### src/hw/rtl/tssr_pkg.sv
// ---------------------------------------------------------------------------
// tssr_pkg
// shared codes, controller states, command/status types and shade helpers
// ---------------------------------------------------------------------------
`default_nettype none
package tssr_pkg;

	// request kinds
	localparam logic [1:0] ACT_VRAM_WR = 2'd0;
	localparam logic [1:0] ACT_SPR_WR  = 2'd1;
	localparam logic [1:0] ACT_RENDER  = 2'd2;
	localparam logic [1:0] ACT_WIN_CLR = 2'd3;

	// configuration register indexes
	localparam logic [2:0] REG_LCDC = 3'd0;
	localparam logic [2:0] REG_SCY  = 3'd1;
	localparam logic [2:0] REG_SCX  = 3'd2;
	localparam logic [2:0] REG_WY   = 3'd3;
	localparam logic [2:0] REG_WX   = 3'd4;
	localparam logic [2:0] REG_BGP  = 3'd5;
	localparam logic [2:0] REG_OBP0 = 3'd6;
	localparam logic [2:0] REG_OBP1 = 3'd7;

	// lcd control bit positions
	localparam int LC_DISP = 7;
	localparam int LC_WMAP = 6;
	localparam int LC_WIN  = 5;
	localparam int LC_TSET = 4;
	localparam int LC_BMAP = 3;
	localparam int LC_TALL = 2;
	localparam int LC_SPR  = 1;
	localparam int LC_BG   = 0;

	localparam logic [12:0] MAP_LO = 13'h1800;
	localparam logic [12:0] MAP_HI = 13'h1C00;
	localparam logic [7:0]  WIN_TOP_MAX = 8'd143;

	// controller states
	localparam logic [4:0] ST_IDLE    = 5'd0;
	localparam logic [4:0] ST_PX_MAP  = 5'd1;
	localparam logic [4:0] ST_PX_LO   = 5'd2;
	localparam logic [4:0] ST_PX_HI   = 5'd3;
	localparam logic [4:0] ST_PX_WR   = 5'd4;
	localparam logic [4:0] ST_SP_A0   = 5'd5;
	localparam logic [4:0] ST_SP_A1   = 5'd6;
	localparam logic [4:0] ST_SP_A2   = 5'd7;
	localparam logic [4:0] ST_SP_A3   = 5'd8;
	localparam logic [4:0] ST_SP_CHK  = 5'd9;
	localparam logic [4:0] ST_SP_HI   = 5'd10;
	localparam logic [4:0] ST_SP_LOAD = 5'd11;
	localparam logic [4:0] ST_SP_PRD  = 5'd12;
	localparam logic [4:0] ST_SP_PWR  = 5'd13;
	localparam logic [4:0] ST_OUT_RD  = 5'd14;
	localparam logic [4:0] ST_OUT_CAP = 5'd15;
	localparam logic [4:0] ST_OUT_SND = 5'd16;

	typedef struct packed {
		logic       accept;
		logic       next_grp;
		logic [4:0] state;
	} cmd_t;

	typedef struct packed {
		logic disp_on;
		logic spr_on;
		logic fetch;
		logic pix_last;
		logic hit;
		logic spr_last;
		logic k_last;
		logic j_last;
		logic grp_last;
	} stat_t;

	function automatic logic [7:0] grey_of(input logic [1:0] shade);
		logic [7:0] g;
		case (shade)
			2'd0: g = 8'hFF;
			2'd1: g = 8'hC0;
			2'd2: g = 8'h60;
			default: g = 8'h00;
		endcase
		return g;
	endfunction

	function automatic logic [1:0] pal_shade(input logic [7:0] pal, input logic [1:0] colour);
		logic [7:0] sh;
		sh = pal >> {colour, 1'b0};
		return sh[1:0];
	endfunction

endpackage
`default_nettype wire

### src/hw/rtl/tssr_ctrl.sv
// ---------------------------------------------------------------------------
// tssr_ctrl
// sequencer: background/window pass, sprite pass, group output
// ---------------------------------------------------------------------------
`default_nettype none
module tssr_ctrl (
	input  wire logic            clk,
	input  wire logic            arst_n,
	input  wire logic            in_valid,
	input  wire logic [1:0]      in_action,
	input  wire logic            out_ready,
	input  wire tssr_pkg::stat_t stat,
	output tssr_pkg::cmd_t       cmd,
	output logic                 in_ready
);
	import tssr_pkg::*;

	logic [4:0] state_q;
	logic [4:0] state_d;
	logic       accept;

	assign in_ready = (state_q == ST_IDLE);
	assign accept   = in_valid && in_ready;

	assign cmd.accept   = accept;
	assign cmd.next_grp = (state_q == ST_OUT_SND) && out_ready;
	assign cmd.state    = state_q;

	always_comb begin
		state_d = state_q;
		case (state_q)
			ST_IDLE: begin
				if (accept && in_action == ACT_RENDER)
					state_d = stat.disp_on ? ST_PX_MAP : ST_OUT_RD;
			end
			ST_PX_MAP:  state_d = stat.fetch ? ST_PX_LO : ST_PX_WR;
			ST_PX_LO:   state_d = ST_PX_HI;
			ST_PX_HI:   state_d = ST_PX_WR;
			ST_PX_WR: begin
				if (stat.pix_last)
					state_d = stat.spr_on ? ST_SP_A0 : ST_OUT_RD;
				else
					state_d = ST_PX_MAP;
			end
			ST_SP_A0:   state_d = ST_SP_A1;
			ST_SP_A1:   state_d = ST_SP_A2;
			ST_SP_A2:   state_d = ST_SP_A3;
			ST_SP_A3:   state_d = ST_SP_CHK;
			ST_SP_CHK: begin
				if (stat.hit)
					state_d = ST_SP_HI;
				else
					state_d = stat.spr_last ? ST_OUT_RD : ST_SP_A0;
			end
			ST_SP_HI:   state_d = ST_SP_LOAD;
			ST_SP_LOAD: state_d = ST_SP_PRD;
			ST_SP_PRD:  state_d = ST_SP_PWR;
			ST_SP_PWR: begin
				if (stat.k_last)
					state_d = stat.spr_last ? ST_OUT_RD : ST_SP_A0;
				else
					state_d = ST_SP_PRD;
			end
			ST_OUT_RD:  state_d = ST_OUT_CAP;
			ST_OUT_CAP: state_d = stat.j_last ? ST_OUT_SND : ST_OUT_RD;
			ST_OUT_SND: begin
				if (out_ready)
					state_d = stat.grp_last ? ST_IDLE : ST_OUT_RD;
			end
			default:    state_d = ST_IDLE;
		endcase
	end

	always_ff @(posedge clk or negedge arst_n) begin
		if (!arst_n)
			state_q <= ST_IDLE;
		else
			state_q <= state_d;
	end

	a_off_goes_out: assert property (@(posedge clk) disable iff (!arst_n)
		(accept && in_action == ACT_RENDER && !stat.disp_on) |=> state_q == ST_OUT_RD)
		else $error("display-off render did not go to output");

	a_send_holds: assert property (@(posedge clk) disable iff (!arst_n)
		(state_q == ST_OUT_SND && !out_ready) |=> state_q == ST_OUT_SND)
		else $error("group left before it was taken");

	a_write_one_cycle: assert property (@(posedge clk) disable iff (!arst_n)
		(accept && in_action != ACT_RENDER) |=> state_q == ST_IDLE)
		else $error("non-render request left idle");

endmodule
`default_nettype wire

### config.mk
export PLATFORM = sky130hd
export DESIGN_NAME = tssr_ctrl
export DESIGN_NICKNAME = d
export VERILOG_FILES = /design/src/hw/rtl/tssr_pkg.sv /design/src/hw/rtl/tssr_ctrl.sv
export SDC_FILE = /design/constraint.sdc
export NUM_CORES = 1
export LEC_CHECK = 0
export BUFFER_PORTS_ARGS = -buffer_cell sky130_fd_sc_hd__buf_2
export CELL_PAD_IN_SITES_DETAIL_PLACEMENT = 1
export CELL_PAD_IN_SITES_GLOBAL_PLACEMENT = 2
export CORE_ASPECT_RATIO = 1.4
export CORE_MARGIN = 2
export CORE_UTILIZATION = 26
export DETAILED_ROUTE_END_ITERATION = 10
export PLACE_DENSITY_LB_ADDON = 0.1
export SLEW_MARGIN = 20
export SYNTH_ARGS = -nofsm -noshare
export SYNTH_HDL_FRONTEND = slang
export SYNTH_SLANG_ARGS = --single-unit
### constraint.sdc
create_clock -name clk -period 4.5 [get_ports clk]
set_input_delay 0.9 -clock clk [delete_from_list [all_inputs] [get_ports clk]]
set_output_delay 0.9 -clock clk [all_outputs]
set_load 0.1 [all_outputs]
### Word level (Yosys, flattened, before mapping)

Index checks and enable logic that the tools add are counted.

| word-level totals | value |
|---|---|
| flip-flop bits (word level) | 5 |
| logic and storage cells | 37 |

| operators by class | value |
|---|---|
| equal/unequal tests | 19 |
| muxes and demuxes | 12 |
| reductions and logical operators | 5 |

Operators by type and width:

| kind | count |
|---|---|
| $pmux W5 S17 | 1 |
| $eq A5 B4 Y1 const B | 8 |
| $mux W4 | 7 |
| $eq A5 B3 Y1 const B | 4 |
| $mux W5 | 3 |
| $eq A5 B2 Y1 const B | 2 |
| $eq A5 B1 Y1 const B | 1 |
| $eq A5 B5 Y1 const B | 1 |
| $logic_not A5 Y1 | 1 |
| $logic_and A1 B1 Y1 | 3 |
| $mux W3 | 1 |
| $eq A2 B2 Y1 const B | 1 |
| $ne A2 B1 Y1 const B | 1 |
| $ne A2 B2 Y1 const B | 1 |
| $reduce_and A2 Y1 | 1 |

### Longest topological paths before layout

Gate-level depths: netlist (run 1).

| logic depth | value |
|---|---|
| depth in word-level cells | 5 |
| gate-level depth with buffers | 6 |

### Worst setup path after synthesis (run 1)

OpenSTA, ideal clock, no wires.

| path | value |
|---|---|
| path kind | reg-to-output |
| start | register state_q[3] |
| end | output port cmd[6] (netlist bit) |
| arrival time | 3.322 ns |
| data required time | 3.600 ns |
| setup slack | 0.278 ns |
| stages on the path, launching flop included | 6 |
| cells stage by stage | dfrtp_1 -> buf_2 -> nor4_4 -> nor2b_1 -> and2_1 -> buf_4 |

| between the ends | value |
|---|---|
| word-level cells in the longest chain between the ends | 2 |

RTL lines:

| element | RTL line | source |
|---|---|---|
| from (decl) | tssr_ctrl.sv:18 | `logic [4:0] state_q;` |
| from (signal assigned) | tssr_ctrl.sv:78 | `state_q <= state_d;` |
| $logic_not A5 Y1 | tssr_ctrl.sv:22 | `assign in_ready = (state_q == ST_IDLE);` |
| named net in_ready | tssr_ctrl.sv:14 | `output logic in_ready` |
| $logic_and A1 B1 Y1 | tssr_ctrl.sv:23 | `assign accept = in_valid && in_ready;` |
| to (decl) | tssr_ctrl.sv:13 | `output tssr_pkg::cmd_t cmd,` |

The timed path passes the listed nets, and every way through them passes these cells.

==> results of run 1 <==
power by group through the flow:
stage	Sequential (mW)	Clock (mW)	Combinational (mW)
final	0.131	0.0515	0.391
after global routing	0.138	0.0589	0.416
after CTS	0.133	0.0537	0.396
after detailed placement	0.133	0	0.394
after global placement	0.134	0	0.394
after floorplan	0.209	0	0.269
final cells by class:
class                      count  area share [%]
inverter                       7            4.48
tap                           21            4.09
timing repair buffer          22            17.2
multi-input combinational     45            50.7
sequential                     5            19.5
clock buffer                   4            4.09
metrics by stage:
| stage | hold WS, ns | area, sq um | total power [mW] | cells | setup WS (ns) |
|---|---|---|---|---|---|
| floorplan | 0.604 | 531 | 0.478 | 63 | 0.278 |
| finish | 0.464 | 642 | 0.574 | 104 | 1.61 |
| global route | 0.456 | 642 | 0.614 | 104 | 1.45 |
| global placement | 0.715 | 616 | 0.528 | 100 | 1.88 |
| CTS | 0.462 | 642 | 0.582 | 104 | 1.57 |
| detailed placement | 0.720 | 616 | 0.527 | 100 | 1.84 |
cells in the mapped netlist:
library cell,number
a21o_1,1
buf_6,3
nand2_1,3
o21ai_0,2
nand2_2,1
a221oi_1,3
o2bb2ai_1,1
a311oi_1,1
dfrtp_1,5
a31oi_1,2
a2111oi_1,1
and3_1,1
a2111o_1,1
inv_1,5
a211o_1,2
a221o_1,1
buf_2,2
nand2b_1,1
inv_4,1
nand3_1,1
nor4_4,1
nor4_2,1
xor2_1,1
o22ai_1,1
nor2b_1,4
inv_2,1
nor2_1,4
a21oi_1,6
nand4_1,1
and2_1,1
buf_4,1
nand3b_1,2
o211ai_4,1
layer usage:
| metal | part of all wire (%) | up-vias |
|---|---|---|
| met5 | 0 | - |
| met2 | 55 | 15 |
| met3 | 4.7 | 0 |
| met1 | 40 | 253 |
| li1 | - | 272 |
| met4 | 0 | 0 |
logic make-up after synthesis:
logic type | after synthesis | share of synthesized area [%]
AO/OA/AOI/OAI | 23 | 34.0
XOR/XNOR | 1 | 1.65
buffers and inverters | 13 | 15.1
flip-flops | 5 | 23.6
AND/OR/NAND/NOR | 21 | 25.7
worst max-delay path by stage:
| stage | end | slack [ns] | from |
|---|---|---|---|
| global placement | cmd[6] | 1.88 | state_q[1] |
| global route | cmd[6] | 1.45 | state_q[1] |
| CTS | cmd[6] | 1.57 | state_q[1] |
| floorplan | cmd[6] | 0.28 | state_q[3] |
| detailed placement | cmd[6] | 1.84 | state_q[1] |
| finish | cmd[6] | 1.61 | state_q[1] |
==> run summary, run 1 <==
CP endpoint kind -> output port
DP Wirelength -> 1.17 mm
max reg flops -> 5
drt via density -> 5.19
Die Span X -> 42.2 um
unrepaired setup endpoints after global routing -> no
Layout Utilization -> 32.9%
core area -> 1950 sq um
DR iter-0 viols -> 4
Die Area -> 2420 sq um
global route total overflow -> 0
CP required -> 3.60 ns
Finish-stage setup viols -> 0
GR Util met1 -> 15.8%
register area -> 125 sq um
Leak -> 0.302 nW
routed wire length -> 1.44 mm
layout cells sized above 1 -> 37.3%
Reg clk slew, reported paths -> 0.05 ns
Initial Utilization -> 27.2%
fin. max-slew vios -> 0
Post-CTS Setup Bufs -> 0
cells after synthesis -> 63
CTS root buffer -> clkbuf_4
synthesis-to-finish area growth -> 21.0%
clk_lat worst skew -> 0.24 ns
Inserted Clock Buffers -> 3
Fin. Hold Viols -> 0
post-synthesis cell type count -> 33
relative slew slack -> 67.2%
number of max-cap violations -> 0
RePlAce Congestion -> 0.642
# fillers -> 250
Final #Nets -> 99
commonest non-fill, non-tap cell in the layout -> buf_2
post-CTS sizing -> 0
Reg with most FFs -> state_q
Regs by FF count -> state_q x5
H-tree levels -> 1
via count -> 540
port bufs -> 22
Die H -> 57.4 um
Switching Fraction -> 64.6%
DRT antenna net count -> 0
global-route usage over all layers -> 13.8%
Clock Skews -> 0.00458 ns
Setup crit start kind -> flip-flop
area of the multi-input gates -> 325 sq um
grt met3 use -> 1.90%
WS Path Type -> reg -> out
Clock Tree Buf Depth -> 2
worst-margin pin slew -> 0.492 ns
CP Data Arrival Time -> 1.99 ns
Psw -> 370 uW
VDD IR-drop max -> 414 uV
max incr delay on CP -> 0.54 ns
post-route minimum period -> 2.89 ns
Pint -> 203 uW
share of the synthesized area in the top cell type -> 23.6%
GR Util met2 -> 26.6%
#FFs+latches synth -> 5
drt wl/cell -> 13.8 um
Worst path slowest cell -> dfrtp_1
sequential share of power -> 22.9%
synthesized area -> 531 sq um
Num Clock Sinks -> 5
first-pass GRT wire length -> 2.65 mm
Comb pwr share -> 68.1%
Clk pwr share -> 9.0%
average size of a mapped cell -> 8.42 sq um
setup TNS -> 0 ns
DR DRC count -> 0
Highest Clock Rate -> 346 MHz
R2R Path End -> state_q[3]
GR peak layer -> met2
status -> finished clean
power per cell area -> 894 nW/um^2
largest net degree at the start of global routing -> 15
# IOs -> 23
Syn Nets -> 78
CP Depth -> 4
Synth area leader -> dfrtp_1
R2R depth -> 4
Tcrit/Tclk final -> 64.2%
Synth Warn # -> 0
Critical Path, Cell by Cell -> nor4_4 > nor2b_1 > and2_1 > buf_2
Max Fanout on Critical Path -> 12
CTS Hold Buffers Added -> 0
R2R Path Start -> state_q[0]
post-synthesis sequential area ratio -> 23.6%
ranking of synthesized cells by area -> dfrtp_1 24%, buf_6 6.4%, a21oi_1 5.7%, a221oi_1 5.0%, nor2b_1 4.7%
TritonCTS clock tree -> done
WP buf/inv -> 1
Row Count -> 19
DRT Pass-1 Iters -> 4
vias in the first global route -> 579
delay-heaviest family, CP -> simple AND/OR/NAND/NOR gates
commonest non-fill, non-tap cells in the layout -> 22 x buf_2, 6 x a21oi_1, 5 x inv_1, 5 x dfrtp_1
r2r setup slk -> 2.82 ns
ant diodes -> 0
Worst Hold Class -> in -> async
initial antenna violation count -> 0
No activity file was read; power rests on OpenSTA's default activity.
==> inputs of run 2 (changes only) <==
- CORE_UTILIZATION: 26 -> 22
- clock period: 4.5 -> 2.4 ns (I/O delays scaled with it)
==> run summary, run 2 (synthesis gave the netlist of run 1 again) <==
port bufs -> 22
Clock Skews -> 0.00308 ns
CP Capture Point -> cmd[5]
Clock Tree Buf Depth -> 2
# IOs -> 23
WS Path Type -> reg -> out
Setup crit start kind -> flip-flop
layout cells sized above 1 -> 46.4%
Fin. Hold Viols -> 0
Critical Path, Cell by Cell -> nor4_4 > and3_2 > clkbuf_4
Post-DP Area -> 659 sq um
Final Instance Area -> 691 sq um
worst-margin pin slew -> 0.493 ns
Reg with most FFs -> state_q
H-tree levels -> 1
synthesis-to-finish area growth -> 30.2%
DR iter-0 viols -> 5
via count -> 559
commonest non-fill, non-tap cells in the layout -> 19 x buf_2, 6 x a21oi_1, 5 x inv_1, 5 x clkbuf_4, 4 x nor2_1
power per cell area -> 1620 nW/um^2
first-pass GRT wire length -> 2.68 mm
VDD IR-drop max -> 787 uV
global-route usage over all layers -> 12.5%
DR DRC count -> 0
Highest Clock Rate -> 451 MHz
max reg flops -> 5
Reg clk slew, reported paths -> 0.04 ns
largest net degree at the start of global routing -> 14
Layout Cells excl Fill -> 107
# fillers -> 292
drt wl/cell -> 14.1 um
number of max-cap violations -> 0
post-route minimum period -> 2.22 ns
CP endpoint kind -> output port
commonest non-fill, non-tap cell in the layout -> buf_2
Worst path slowest cell -> dfrtp_2
drt via density -> 5.22
Num Clock Sinks -> 5
Finish-stage setup viols -> 0
CP Launch Point -> state_q[1]
RePlAce Congestion -> 0.714
R2R Path End -> state_q[3]
CTS root buffer -> clkbuf_4
Die H -> 62.1 um
DRT antenna net count -> 0
max incr delay on CP -> 0.50 ns
r2r setup slk -> 0.83 ns
Worst Hold Class -> in -> async
Leak -> 0.308 nW
core area -> 2340 sq um
Die Area -> 2830 sq um
R2R depth -> 6
global route total overflow -> 0
status -> finished clean
fin. max-slew vios -> 0
initial antenna violation count -> 0
Die Span X -> 45.5 um
CP required -> 1.92 ns
TritonCTS clock tree -> done
clk_lat worst skew -> 0.24 ns
vias in the first global route -> 580
CP Data Arrival Time -> 1.74 ns
Tcrit/Tclk final -> 92.4%
routed wire length -> 1.51 mm
Max Fanout on Critical Path -> 12
R2R Path Start -> state_q[4]
Post-CTS Setup Bufs -> 0
Row Count -> 21
DRT Pass-1 Iters -> 4
Inserted Clock Buffers -> 3
relative slew slack -> 67.3%
DP Wirelength -> 1.28 mm
Initial Utilization -> 22.7%
unrepaired setup endpoints after global routing -> no
ant diodes -> 0
Final #Nets -> 100
Regs by FF count -> state_q x5
dpl cells -> 103
run 2: layer usage:
layer | GRT usage, % | vias to the layer above | share of wire [%]
met1 | 15.0 | 263 | 38
met3 | 4.07 | 2 | 6.6
met4 | 2.21 | 0 | 0.86
met2 | 21.1 | 21 | 55
met5 | 0 | - | 0
li1 | - | 273 | -
run 2: final cells by class:
class                           instances  area [sq um]  share of cell area (%)
Multi-Input combinational cell         45           337                    48.7
Inverter                                7          28.8                    4.17
Timing Repair Buffer                   23           138                    19.9
Clock buffer                            4          26.3                    3.80
Tap cell                               23          28.8                    4.17
Sequential cell                         5           133                    19.2
run 2: how the worst min path moves through the flow:
stage           start         end  slack, ns  cells after the start
2_1_floorplan  arst_n  state_q[0]       0.18                      0
3_3_place_gp   arst_n  state_q[4]       0.29                      1
3_5_place_dp   arst_n  state_q[4]       0.30                      1
4_1_cts        arst_n  state_q[3]       0.04                      1
5_1_grt        arst_n  state_q[3]       0.04                      1
6_report       arst_n  state_q[3]       0.04                      1
run 2: report_power, final:
group | internal, mW | switching [mW] | leakage, nW
Combinational | 0.232 | 0.533 | 0.234
Clock | 0.0628 | 0.0337 | 0.0150
Sequential | 0.130 | 0.127 | 0.0589
run 2: repair_timing:
item,CTS,global route
gates resized for setup,0,2
hold buffers,0,0
endpoints found under the setup margin,0,2
run 2: per-stage QoR:
stage          setup WS (ns)  total power [mW]  hold slack, ns  util (%)  TNS [ns]
2_1_floorplan         -0.164             0.941           0.184         -    -0.164
4_1_cts               0.0619              1.14          0.0440      29.3         0
3_5_place_dp           0.323              1.03           0.300      28.2         0
3_3_place_gp           0.334              1.03           0.294      28.2         0
5_1_grt               0.0613              1.20          0.0430      29.5         0
6_report               0.182              1.12          0.0428      29.5         0
run 2: critical path: cells and delay by family (launching register included):
kind	cells	cell delay, ns
DFF	1	0.50
and+or+nand+nor	2	0.68
buffers and inverters	1	0.32
